File: config.mk
export PLATFORM = sky130hd
export DESIGN_NAME = gbms_sqrt_pipe
export DESIGN_NICKNAME = d
export VERILOG_FILES = /design/src/sv/gaussian_box_muller_sampler_core_assert.svh /design/src/sv/gbms_pkg.sv /design/src/sv/gbms_sqrt_pipe.sv
export SDC_FILE = /design/constraint.sdc
export NUM_CORES = 2
export LEC_CHECK = 0
export ABC_AREA = 0
export BUFFER_PORTS_ARGS = -buffer_cell sky130_fd_sc_hd__clkbuf_2
export CAP_MARGIN = 40
export CORE_MARGIN = 4
export CORE_UTILIZATION = 46
export CTS_CLUSTER_DIAMETER = 30
export DETAILED_ROUTE_END_ITERATION = 6
export SKIP_CTS_REPAIR_TIMING = 1
export SLEW_MARGIN = 20
export SYNTH_ARGS = -nofsm -noshare
export SYNTH_HDL_FRONTEND = slang
export SYNTH_MEMORY_MAX_BITS = 65536
export SYNTH_SLANG_ARGS = --single-unit
File: constraint.sdc
create_clock -name clk -period 4.3 [get_ports clk]
set_clock_uncertainty 0.2 [all_clocks]
set_input_delay 0.645 -clock clk [delete_from_list [all_inputs] [get_ports clk]]
set_output_delay 0.645 -clock clk [all_outputs]
set_load 0.02 [all_outputs]
File: src/sv/gaussian_box_muller_sampler_core_assert.svh
// assertion macros for the gaussian sampler core
`ifndef GAUSSIAN_BOX_MULLER_SAMPLER_CORE_ASSERT_SVH
`define GAUSSIAN_BOX_MULLER_SAMPLER_CORE_ASSERT_SVH

// same-cycle implication, sampled on clk, off during reset
`define GBMS_ASSERT_IMPLY(label, lhs, rhs) \
label: assert property (@(posedge clk) disable iff (!rst_n) (lhs) |-> (rhs)) \
    else $error("gbms assertion failed");

// next-cycle implication, sampled on clk, off during reset
`define GBMS_ASSERT_NEXT(label, lhs, rhs) \
label: assert property (@(posedge clk) disable iff (!rst_n) (lhs) |=> (rhs)) \
    else $error("gbms assertion failed");

`endif

File: src/sv/gbms_pkg.sv
// shared constants, types and tables for the gaussian sampler
package gbms_pkg;

    // fixed-point working format
    localparam int QB           = 28;
    localparam int UNIFORM_BITS = 32;
    localparam logic [28:0] ONE_Q       = 29'd1 << QB;
    localparam logic [28:0] TWO_LN2_Q28 = 29'd372130559;
    localparam logic [30:0] TWO_PI_Q28  = 31'd1686629713;

    // configuration register indexes
    localparam int CFG_INDEX_BITS = 8;
    localparam logic [CFG_INDEX_BITS-1:0] CFG_MEAN_VALUE    = 8'd0;
    localparam logic [CFG_INDEX_BITS-1:0] CFG_STD_DEVIATION = 8'd1;

    // pipeline depths of the three paths
    localparam int LOG_LAT     = 30;
    localparam int SQRT_LAT    = 34;
    localparam int TRIG_LAT    = 22;
    localparam int ANGLE_DELAY = LOG_LAT + SQRT_LAT - TRIG_LAT;

    // cosine magnitude and sign of one item
    typedef struct packed {
        logic        neg;
        logic [28:0] mag;
    } trig_out_t;

    // horner divisors of the cosine series
    function automatic logic [7:0] cos_den(input int idx);
        logic [7:0] d;
        case (idx)
            0: d = 8'd132;
            1: d = 8'd90;
            2: d = 8'd56;
            3: d = 8'd30;
            4: d = 8'd12;
            default: d = 8'd2;
        endcase
        return d;
    endfunction

    // horner divisors of the sine series
    function automatic logic [7:0] sin_den(input int idx);
        logic [7:0] d;
        case (idx)
            0: d = 8'd156;
            1: d = 8'd110;
            2: d = 8'd72;
            3: d = 8'd42;
            4: d = 8'd20;
            default: d = 8'd6;
        endcase
        return d;
    endfunction

endpackage

File: src/sv/gbms_sqrt_pipe.sv
// scale by 2 ln 2 and take the square root one result bit per stage
module gbms_sqrt_pipe (
    input  logic        clk,
    input  logic        rst_n,
    input  logic        en,
    input  logic        in_valid,
    input  logic [33:0] t_value,
    output logic        out_valid,
    output logic [31:0] root
);

    localparam int ITER = 32;

    logic [45:0] plo_reg;
    logic [45:0] phi_reg;
    logic        vx_reg;
    logic        vn_reg  [0:ITER];
    logic [63:0] n_reg   [0:ITER];
    logic [63:0] res_reg [0:ITER];

    logic [63:0] sum_c;

    // two partial products of t * 2 ln 2
    always_ff @(posedge clk)
    begin
        if (en)
        begin
            plo_reg <= t_value[16:0] * gbms_pkg::TWO_LN2_Q28;
            phi_reg <= t_value[33:17] * gbms_pkg::TWO_LN2_Q28;
        end
    end

    // rounded x, shifted into the radicand
    assign sum_c = ({18'd0, phi_reg} << 17) + {18'd0, plo_reg} + (64'd1 << 27);

    always_ff @(posedge clk)
    begin
        if (en)
        begin
            n_reg[0]   <= {2'b00, sum_c[61:28], 28'd0};
            res_reg[0] <= '0;
        end
    end

    // restoring square root, one bit pair per stage
    for (genvar j = 0; j < ITER; j++)
    begin : g_iter
        localparam logic [63:0] BIT = 64'd1 << (62 - 2 * j);
        logic [63:0] trial;
        assign trial = res_reg[j] + BIT;
        always_ff @(posedge clk)
        begin
            if (en)
            begin
                if (n_reg[j] >= trial)
                begin
                    n_reg[j+1]   <= n_reg[j] - trial;
                    res_reg[j+1] <= (res_reg[j] >> 1) + BIT;
                end
                else
                begin
                    n_reg[j+1]   <= n_reg[j];
                    res_reg[j+1] <= res_reg[j] >> 1;
                end
            end
        end
    end

    // valid bits
    always_ff @(posedge clk or negedge rst_n)
    begin
        if (!rst_n)
        begin
            vx_reg <= 1'b0;
        end
        else if (en)
        begin
            vx_reg <= in_valid;
        end
    end

    for (genvar j = 0; j <= ITER; j++)
    begin : g_valid
        always_ff @(posedge clk or negedge rst_n)
        begin
            if (!rst_n)
            begin
                vn_reg[j] <= 1'b0;
            end
            else if (en)
            begin
                vn_reg[j] <= (j == 0) ? vx_reg : vn_reg[(j == 0) ? 0 : j-1];
            end
        end
    end

    assign out_valid = vn_reg[ITER];
    assign root      = res_reg[ITER][31:0];

endmodule

==> metrics.log <==
INFO  metric wl_met3 = 12.9 mm
INFO  metric place_inst = roughly 14000
INFO  metric hold_path_end = phi_reg[2]
INFO  metric flip_flop_count_of_the_largest_register_after_layout = between 1000 and 1500
INFO  metric routed-via-count = 79412
INFO  metric clockPowerShare = 0.283
INFO  metric switching_share = 0.351
INFO  metric critical_path_class = in -> reg
INFO  metric syn_area = roughly 120000 sq um
INFO  metric cp.buffers_inverters = 8
INFO  metric chipWidth = ~510 um
INFO  metric setup.reg_to_reg.worst_slack = 0.05 ns
INFO  metric grt_pass1_wl = 448 mm
INFO  metric worst_path_slowest_cell = fa_2
INFO  metric worstPathMaxFanout = 4
INFO  metric track_usage = 0.215
INFO  metric synth.yosys.warnings = 0
INFO  metric p_int = 0.0724 W
INFO  metric synthTopCellsByArea = edfxtp_1, ha_1, fa_1
INFO  metric worst_hold_class = in -> reg
INFO  metric routedWlPerCell = 19.3 um
INFO  metric setup-violations-final = 62
INFO  metric drcViolationCount = 0
INFO  metric ctsRootBufferMaster = clkbuf_16
INFO  metric p_sw = ~0.04 W
INFO  metric route.top_layer_used = met4
INFO  metric fin_nets = 12482
INFO  metric irDropWorstVdd = 894 uV
INFO  metric vias_in_the_first_global_route = 80154
INFO  metric gp_routability_congestion = 0.917
INFO  metric final_worst_path_period_share = 1.33
INFO  metric min_path_cells = 3
INFO  metric clk_path_buf_depth = 4
INFO  metric status = finished, violations left
INFO  metric p_leak = just under 60 nW
INFO  metric critPathMaxStageDelay = approximately 0.6 ns
INFO  metric initial_utilization = 0.463
INFO  metric worst-path-stages = 24
INFO  metric power.density = between 700 and 800 nW/um^2
INFO  metric number_of_antenna_violations_at_the_first_check_in_global_routing = 6
INFO  metric violations = negative setup slack
INFO  metric cpMostUsedCell = fa_1
INFO  metric report.final.slew_viol_count = 0
INFO  metric area_growth_syn_to_layout = 21.2%
INFO  metric synth.largest_area_cell = edfxtp_1
INFO  metric ant_nets = 0
INFO  metric crit_family = adder cells
INFO  metric maxCapViolations = 0
INFO  metric die_height = 512 um
INFO  metric synthesis.nets = 11562
INFO  metric numPortBuffers = 70
INFO  metric clk-insertion-delay-late = 0.99 ns
INFO  metric cp-end-kind = flop
INFO  metric finalWirelength = ~290 mm
INFO  metric synth_seq_area_share = 0.501
INFO  metric postSynthAreaPerCell = approximately 11 sq um
INFO  metric met2_length = 134 mm
INFO  metric most-common-layout-cells = edfxtp_1, inv_1, ha_1
INFO  metric floorplan_core_area = between 200000 and 300000 sq um
INFO  metric worstHoldStart = t_value[19]
INFO  metric dr.first_iter.drc_count = around 5200
INFO  metric clock_tree.htree_level_count = 5
INFO  metric post_drt_via_cell_ratio = about 5.3
INFO  metric design.portCount = 71
INFO  metric first_pass_iteration_count_of_the_detailed_router = 6
INFO  metric relSlewSlack = 0.248
INFO  metric m1WireLength = 132 mm
INFO  metric pre_cts_slack = -2.41 ns
INFO  metric layout-drive-gt1-share = 0.154
INFO  metric crit-reg2reg-capture = n_reg[20][35]
INFO  metric final_common_cell = edfxtp_1
INFO  metric combinationalPowerShare = 0.457
INFO  metric ys_types = 88
INFO  metric tritoncts_num_sinks = ~2000
INFO  metric yosysTopAreaCellShare = 0.494
INFO  metric grt_setup_unrepaired = yes
INFO  metric crit-reg2reg-launch = n_reg[19][28]
INFO  metric worstSetupStartpointType = input pin
INFO  metric cell_count_after_synthesis = about 10000
INFO  metric dp.final_hpwl = 220 mm
INFO  metric synth.ff_latch_count = 1954
INFO  metric power.share.sequential = 0.260
INFO  metric pin_count_of_the_biggest_net_entering_global_routing = 203
INFO  metric fin_cells = 14858
INFO  metric ys_async_sr_fraction = 0.0174
INFO  metric num_rows = about 180
INFO  metric overflow = 0
INFO  metric fmaxAchievable = 175 MHz
INFO  metric tritoncts = built
INFO  metric setup_slack = -1.40 ns
INFO  metric final.min_clock_period = between 5 and 6 ns
INFO  metric synth_edf_count = between 1500 and 2000
INFO  metric clk_transition_reported_paths = around 0.050 ns
INFO  metric synth_flop_cell = edfxtp_1
INFO  metric report.final.hold_viol_count = 0
INFO  metric worst_r2r_path_depth = 13
INFO  metric total_cts_buffers = roughly 410
INFO  metric cp_data_arrival_time = 6.16 ns
INFO  metric chain_of_cells_forming_the_critical_path = buf_8 > fa_2 > inv_2 > fa_2 > inv_2 > fa_1 > fa_1 > inv_1 > fa_1 > fa_1 > inv_2 > ha_4 > nand4_1 > nor2_4 > o2111ai_2 > o211ai_1 > buf_4 > a21oi_4 > a21boi_4 > a41o_4 > a211oi_4 > buf_4 > buf_6 > xnor2_1
INFO  metric design.die.area = 262000 sq um
INFO  metric worst_ep_required_time = roughly 4.8 ns
INFO  metric worst_slew_pin_slew = 1.13 ns
worst max-delay path by stage:
stage | from | endpoint
floorplan | t_value[24] | phi_reg[44]
global placement | t_value[24] | phi_reg[44]
detailed placement | t_value[24] | phi_reg[44]
CTS | t_value[11] | plo_reg[44]
global route | t_value[22] | phi_reg[44]
finish | t_value[13] | plo_reg[43]
worst register-to-register path: stages, from the launching register on:
cell      delay, ns
edfxtp_1       0.49
buf_4          0.23
ha_1           0.30
a21o_1         0.22
a21oi_1        0.14
o21ai_1        0.33
a31oi_1        0.15
buf_4          0.18
a211oi_2       0.27
nand2_1        0.12
buf_4          0.15
and3_1         0.19
buf_12         0.19
o21ai_0        0.75
cell type report:
class,instances,area (sq um)
Antenna cell,5,12.5
Clock buffer,454,10600
Clock inverter,297,3460
Fill cell,21056,110000
Inverter,1251,4700
Multi-Input combinational cell,6840,54300
Sequential cell,1954,58500
Tap cell,3348,4190
Timing Repair Buffer,709,5760
cells in the mapped netlist, types with 112 or more instances:
| cell | count |
|---|---|
| nand3_1 | 167 |
| nor4_1 | 171 |
| nand2_1 | 750 |
| inv_1 | 1245 |
| nand2b_1 | 112 |
| xor2_1 | 428 |
| o21ai_0 | 561 |
| ha_1 | 939 |
| xnor2_1 | 523 |
| clkbuf_1 | 177 |
| a21o_1 | 294 |
| nor2_1 | 536 |
| fa_1 | 336 |
| a21oi_1 | 525 |
| nor3_1 | 227 |
| edfxtp_1 | 1920 |
routing by layer:
| metal | track usage | vias up |
|---|---|---|
| li1 | - | 38669 |
| met1 | 0.298 | 38365 |
| met2 | 0.349 | 1876 |
| met3 | 0.0312 | 502 |
| met4 | 0.0671 | 0 |
| met5 | 0 | - |
power by group through the flow:
stage | logic, W | clock network [W] | registers (W)
floorplan | 0.0293 | 0 | 0.0280
global placement | 0.0445 | 0 | 0.0293
detailed placement | 0.0450 | 0 | 0.0292
CTS | 0.0455 | 0.0322 | 0.0290
global route | 0.0565 | 0.0333 | 0.0293
finish | 0.0510 | 0.0316 | 0.0290
cell families (layout without fill, tap and decap cells):
group,after synthesis,in the layout,share of synthesized area
other cells,0,5,0
compound gates,1941,1941,0.104
flops,1954,1954,0.501
fa+ha+maj,1275,1275,0.158
simple gates,2594,2594,0.111
mux,79,79,0.00755
xor+xnor,951,951,0.0714
buf+inv,1455,2711,0.0469
per-stage QoR:
stage / TNS, ns / util / hold WS (ns) / power [W] / area (sq um)
after global placement: -123.78 / 0.499 / 0.205 / 0.0737 / 126000
final: -60.39 / 0.562 / 0.0348 / 0.112 / 141000
after CTS: -62.25 / 0.555 / -0.726 / 0.107 / 140000
after floorplan: -88.86 / - / 0.149 / 0.0574 / 117000
after detailed placement: -124.75 / 0.499 / 0.205 / 0.0742 / 126000
after global routing: -66.30 / 0.562 / 0.00145 / 0.119 / 141000
Note: power is estimated with default switching activity, not from simulation.
