`src/sv/gaussian_box_muller_sampler_core_assert.svh`:
```
// assertion macros for the gaussian sampler core
`ifndef GAUSSIAN_BOX_MULLER_SAMPLER_CORE_ASSERT_SVH
`define GAUSSIAN_BOX_MULLER_SAMPLER_CORE_ASSERT_SVH

// same-cycle implication, sampled on clk, off during reset
`define GBMS_ASSERT_IMPLY(label, lhs, rhs) \
label: assert property (@(posedge clk) disable iff (!rst_n) (lhs) |-> (rhs)) \
    else $error("gbms assertion failed");

// next-cycle implication, sampled on clk, off during reset
`define GBMS_ASSERT_NEXT(label, lhs, rhs) \
label: assert property (@(posedge clk) disable iff (!rst_n) (lhs) |=> (rhs)) \
    else $error("gbms assertion failed");

`endif

```
`src/sv/gbms_delay.sv`:
```
// stallable delay line that keeps the angle path aligned with the radius path
module gbms_delay #(
    parameter int WIDTH = 30,
    parameter int DEPTH = 42
) (
    input  logic             clk,
    input  logic             en,
    input  logic [WIDTH-1:0] din,
    output logic [WIDTH-1:0] dout
);

    logic [WIDTH-1:0] tap_reg [0:DEPTH-1];

    // first tap
    always_ff @(posedge clk)
    begin
        if (en)
        begin
            tap_reg[0] <= din;
        end
    end

    // remaining taps
    for (genvar i = 1; i < DEPTH; i++)
    begin : g_tap
        always_ff @(posedge clk)
        begin
            if (en)
            begin
                tap_reg[i] <= tap_reg[i-1];
            end
        end
    end

    assign dout = tap_reg[DEPTH-1];

endmodule

```
`config.mk`:
```
export PLATFORM = sky130hd
export DESIGN_NAME = gbms_delay
export DESIGN_NICKNAME = d
export VERILOG_FILES = /design/src/sv/gaussian_box_muller_sampler_core_assert.svh /design/src/sv/gbms_delay.sv
export SDC_FILE = /design/constraint.sdc
export NUM_CORES = 1
export LEC_CHECK = 0
export ABC_CLOCK_PERIOD_IN_PS = 800
export BUFFER_PORTS_ARGS = -buffer_cell sky130_fd_sc_hd__buf_2
export CAP_MARGIN = 10
export CORE_UTILIZATION = 51
export DETAILED_ROUTE_END_ITERATION = 8
export GPL_TIMING_DRIVEN = 0
export PLACE_DENSITY_LB_ADDON = 0.3
export SLEW_MARGIN = 0
export SYNTH_ARGS = -nofsm -noshare
export SYNTH_HDL_FRONTEND = slang
export SYNTH_SLANG_ARGS = --single-unit
```
`constraint.sdc`:
```
create_clock -name clk -period 0.8 [get_ports clk]
set_input_delay 0.08 -clock clk [delete_from_list [all_inputs] [get_ports clk]]
set_output_delay 0.08 -clock clk [all_outputs]
set_load 0.02 [all_outputs]
```
==> results of run 1 <==
==> timing repair <==
action                                  4_1_cts  5_1_grt
endpoints found under the setup margin     1129      426
resized for setup                            69        5
gates cloned                                 29        2
hold buffers                                 33        2
buffers inserted                             12        0
endpoints found under the hold margin       191       17
==> layout make-up <==
class	count	area, µm²
Clock inverter	77	823
Tap cell	959	1200
Sequential cell	1260	37800
Clock buffer	142	3110
Timing Repair Buffer	143	2110
Fill cell	4922	28400
Antenna cell	1	2.50
==> cells in the final DEF (no fill, tap or decap), drive strengths merged <==
master	synthesis	layout
bufbuf	0	20
clkinvlp	0	3
buf	30	88
clkinv	0	52
bufinv	0	18
edfxtp	1260	1260
inv	0	4
dlymetal6s4s	0	1
diode	0	1
clkbuf	0	144
dlygate4sd3	0	32
==> metal layers <==
metal | share of wire (%) | vias up | GRT usage, %
met3 | 4.1 | 110 | 2.71
met2 | 43 | 208 | 14.5
li1 | - | 5746 | -
met1 | 49 | 6191 | 16.0
met5 | 0 | - | 0
met4 | 3.7 | 0 | 5.44
==> stage by stage <==
step / total power, µW / cell area [µm²] / setup TNS (ps)
global placement: 77300 / 39600 / -
floorplan: 79000 / 38100 / 0
finish: 136000 / 45100 / -15880
detailed placement: 80900 / 39800 / -3053430
global route: 141000 / 45100 / -17680
CTS: 138000 / 45100 / -47660
==> report_power, final <==
| group | switching [µW] | internal, µW | leakage [µW] |
|---|---|---|---|
| Combinational | 1470 | 1000 | 0.00114 |
| Clock | 22200 | 33300 | 0.00192 |
| Sequential | 861 | 76900 | 0.0123 |
| Total | 24500 | 111000 | 0.0154 |
==> how the worst max path moves through the flow <==
stage                               start         endpoint  slack, ps  cells after the start
after floorplan            tap_reg[0][70]  tap_reg[0][100]        210                      0
after global placement                 en  tap_reg[2][284]     -18390                      1
after detailed placement               en  tap_reg[2][284]      -4290                      7
after CTS                 tap_reg[2][285]         dout[15]       -540                      1
after global routing      tap_reg[2][285]         dout[15]       -550                      1
final                     tap_reg[2][285]         dout[15]       -460                      1
==> cells by family (layout without fill, tap and decap cells) <==
| logic type | count (synthesis) | count (layout) |
|---|---|---|
| buf+inv | 30 | 362 |
| flops | 1260 | 1260 |
| other cells | 0 | 1 |
==> impl_metrics.py, run 1 <==
metrics = {
    "status": {
        "outcome": "finished with violations",
        "violations": "design-rule violations, negative setup slack",
    },
    "yosys": {
        "yosysUniqueCellTypes": 2,
        "ys_warn_count": 0,
        "yosysMostFrequentCell": "edfxtp_1",
        "ys_async_sr_fraction_pct": 0,
        "synth_compound_area_share_pct": 0,
        "yosysSeqAreaShare_pct": 99.4,
        "synth_area_per_cell_um2": 29.5,
        "netlist_area_um2": 38100,
        "yosys-top-cells-area": "edfxtp_1, buf_4",
        "synthTopCellsByCount": "edfxtp_1, buf_4",
        "synth_top_area_share_pct": 99.4,
        "ys_ff_latch": 1260,
        "synth_top_family_by_area": "buffers and inverters",
        "synth_xor_area_share_pct": 0,
        "synth_ff_type": "edfxtp_1",
        "synth-edff-count": 1260,
        "synth_adder_area_share_pct": 0,
        "yosys.area.top_type": "edfxtp_1",
        "syn_nets": 1322,
        "yosys-mux-area-fraction_pct": 0,
        "netlist_instances": 1290,
        "synth-simple-area-share_pct": 0,
    },
    "die": {
        "die_y_um": 275,
        "io_pins": 62,
        "die-area_um2": 75700,
        "die_w_um": 275,
        "initial_utilization_pct": 51.8,
        "design.core.area_um2": 73500,
        "rows": 99,
    },
    "worst_setup_path": {
        "cp.arrival_ps": 1180,
        "setup.worst_path.end_class": "output port",
        "cp_max_fo": 1,
        "rr_endpoint": "tap_reg[0][235]",
        "crit_required_ps": 720,
        "critPathBufInv": 1,
        "cp_cell_sequence": "buf_6",
        "cpMaxStageDelayCell": "edfxtp_1",
        "critPathTopFamily": "flip-flops",
        "slowest_delay_ps": 390,
        "start_kind": "register",
        "crit_type": "register to output port",
        "r2r_slack_ps": 150,
        "rr_worst_depth": 0,
        "rr_startpoint": "tap_reg[0][205]",
    },
    "detailed_routing": {
        "drc": 10,
        "firstDrtPassIters": 9,
        "routedWlPerCell_um": 15.2,
        "postRouteAntennaNets": 0,
        "postRouteWirelength_um": 39200,
        "drt_iter0_drc": 1127,
        "vias_per_cell": 4.75,
        "num_vias": 12300,
    },
    "layout": {
        "drive_gt1_share_pct": 17.1,
        "finish.utilization_pct": 61.4,
        "final_nets": 1555,
        "largest_register_ffs": 1260,
        "multi_input_gates": 0,
        "area_growth_pct": 18.4,
        "multi_input_area_um2": 0,
        "final_cell_count_no_fill": 2582,
    },
    "clock_tree": {
        "clock_path_buffers": 3,
        "clock_latency_ps": 650,
        "root_buffer": "clkbuf_16",
        "cts_buffers": 118,
        "clk_pin_slew_ps": 60,
        "cts_tree": "built",
        "cts-htree-levels": 3,
        "cts.sinks": 1260,
    },
    "sta": {
        "setup_violations": 86,
        "holdWs_ps": 119,
        "fin_worst_skew_ps": 9.33,
        "tightestPinTransition_ps": 539,
        "relSlewSlack_pct": 64.0,
        "rsz0062_at_grt": "yes",
        "fin_crit_sh_pct": 158,
        "slew_violations": 0,
        "finalHoldViolCount": 0,
        "layout_setup_ws_ps": -462,
        "min_period_ps": 1260,
        "fmax_ghz": 0.793,
    },
    "global_route": {
        "grt_pass1_vias": 12100,
        "globalRouteOverflowTotal": 0,
        "grt_max_degree": 98,
        "grt_pass1_wl_um": 63300,
        "antenna_found_initial": 0,
        "track_usage_pct": 10.6,
    },
    "placement": {
        "dpl.hpwl_um": 14100,
        "gp_congestion": 0.592,
        "dpl.cell_count": 2317,
        "io_buffers": 61,
        "place_worst_setup_slack_ps": -4290,
    },
    "hold_path": {
        "hold-path-cell-count": 3,
        "hold_path_class": "primary input to register",
        "min_to": "tap_reg[2][285]",
        "min_from": "en",
    },
    "power": {
        "ir_worst_vdd_uv": 1930,
        "powerDensity_nw_per_um2": 3010,
        "p_leak_uw": 0.0154,
    },
    "run": {
        "drv_cap": 0,
    },
}
Power figures use the tool's default switching activity.
==> inputs of run 2 (changes only) <==
--- a/config.mk
+++ b/config.mk
@@ -8,7 +8,8 @@
 export ABC_CLOCK_PERIOD_IN_PS = 800
 export BUFFER_PORTS_ARGS = -buffer_cell sky130_fd_sc_hd__buf_2
 export CAP_MARGIN = 10
-export CORE_UTILIZATION = 51
+export CORE_ASPECT_RATIO = 2
+export CORE_UTILIZATION = 50
 export DETAILED_ROUTE_END_ITERATION = 8
 export GPL_TIMING_DRIVEN = 0
 export PLACE_DENSITY_LB_ADDON = 0.3
==> run 2 against run 1 <==
- sequential cell count unchanged
- global-route usage grew 0.67 points
- wire length increased by 7.8%
- sequential power hardly changed
- sequential share of layout area up 2.0 points
- first-iteration DRC count shrank 25%
- total power is 5.7% lower
- non-clock buffer count decreased by 17
- clock-buffer cell count fell by 17
- clock skew increased by 6.8 ps
- the run ends with negative hold slack, negative setup slack left
- final area down 2.3%
- worst setup slack worse by 28 ps
==> impl_metrics.py, run 2 (same netlist as run 1, synthesis figures left out) <==
metrics = {
    "worst_setup_path": {
        "crit_type": "register to output port",
        "start_kind": "register",
        "setup.worst_path.end_class": "output port",
        "cpMaxStageDelayCell": "edfxtp_1",
        "critPathBufInv": 1,
        "critPathTopFamily": "flip-flops",
        "cp.arrival_ps": 1210,
        "rr_startpoint": "tap_reg[1][344]",
        "crit_start": "tap_reg[2][286]",
        "crit_required_ps": 720,
        "cp_cell_sequence": "buf_6",
        "slowest_delay_ps": 400,
        "cp_max_fo": 1,
    },
    "global_route": {
        "grt_max_degree": 101,
        "globalRouteOverflowTotal": 0,
        "grt_pass1_vias": 12500,
        "antenna_found_initial": 0,
        "grt_pass1_wl_um": 68000,
        "track_usage_pct": 11.3,
    },
    "sta": {
        "holdWs_ps": -220,
        "rsz0062_at_grt": "yes",
        "fin_crit_sh_pct": 161,
        "min_period_ps": 1290,
        "finalHoldViolCount": 92,
        "fmax_ghz": 0.775,
        "setup_violations": 30,
        "tightestPinTransition_ps": 498,
        "slew_violations": 0,
        "fin_worst_skew_ps": 16.1,
        "relSlewSlack_pct": 66.8,
        "layout_setup_ws_ps": -490,
    },
    "die": {
        "io_pins": 62,
        "die_y_um": 392,
        "die-area_um2": 77300,
        "design.core.area_um2": 75200,
        "rows": 142,
        "initial_utilization_pct": 50.6,
        "die_w_um": 197,
    },
    "power": {
        "powerDensity_nw_per_um2": 2900,
        "ir_worst_vdd_uv": 2620,
        "p_leak_uw": 0.0148,
    },
    "clock_tree": {
        "cts_tree": "built",
        "cts-htree-levels": 3,
        "clock_path_buffers": 3,
        "clock_latency_ps": 670,
        "clk_pin_slew_ps": 70,
        "root_buffer": "clkbuf_16",
        "hold_buffers": 30,
        "cts.sinks": 1260,
        "cts_buffers": 101,
    },
    "placement": {
        "place_worst_setup_slack_ps": -3450,
        "io_buffers": 61,
        "dpl_cell_area_um2": 39800,
        "gp_congestion": 0.605,
        "dpl.hpwl_um": 15200,
        "dpl.cell_count": 2365,
    },
    "detailed_routing": {
        "num_vias": 12200,
        "postRouteAntennaNets": 0,
        "postRouteWirelength_um": 42300,
        "drt_iter0_drc": 850,
        "firstDrtPassIters": 4,
        "routedWlPerCell_um": 16.4,
        "drc": 0,
        "vias_per_cell": 4.74,
    },
    "layout": {
        "final_nets": 1521,
        "multi_input_area_um2": 0,
        "drive_gt1_share_pct": 15.2,
        "finish.utilization_pct": 58.6,
        "final_cell_count_no_fill": 2581,
        "antenna_cells": 0,
        "multi_input_gates": 0,
        "layout_common_cells": "edfxtp_1, clkbuf_16, buf_6",
        "area_growth_pct": 15.7,
        "largest_register_ffs": 1260,
        "stdcell_area_um2": 44100,
        "final_common_cell": "edfxtp_1",
    },
    "status": {
        "outcome": "finished with violations",
        "violations": "negative hold slack, negative setup slack",
    },
    "hold_path": {
        "min_from": "en",
        "hold_path_class": "primary input to register",
    },
    "run": {
        "drv_cap": 0,
    },
}
run 2: power by group:
part | total [µW] | switching (µW) | internal [µW]
combinational | 2250 | 1430 | 819
clock | 47900 | 21900 | 26000
sequential | 77800 | 952 | 76800
total | 128000 | 24300 | 104000
run 2: routing by layer:
metal	wire length (µm)	vias up	GRT usage [%]
li1	-	5635	-
met1	20100	6315	16.2
met2	19100	188	16.4
met3	1920	87	3.23
met4	1160	0	4.88
met5	0	-	0
run 2: what timing repair did:
action | 4_1_cts | 5_1_grt
setup buffers | 2 | 1
cloned | 21 | 5
endpoints found under the setup margin | 1105 | 247
resized for setup | 67 | 0
hold endpoints to repair | 215 | 137
run 2: final timing paths:
kind / endpoint / depth (start not counted) / slack (ps)
setup / recovery: dout[16] / 1 / -490
hold / removal: tap_reg[2][101] / 1 / -220
setup reg to reg: tap_reg[1][374] / 0 / 130
hold reg to reg: tap_reg[2][180] / 0 / 410
run 2: per-stage QoR:
step	TNS (ps)	power, µW
after global routing	-16280	133000
after detailed placement	-2395160	80900
after CTS	-16160	130000
after global placement	-	77400
final	-13900	128000
after floorplan	0	79000
run 2: area by class of cell:
class / count / area [µm²]
fillers: 5192 / 31100
clock inverters: 62 / 484
flip-flops and latches: 1260 / 37800
well taps: 1008 / 1260
clock buffers: 125 / 2700
repair buffers: 126 / 1770
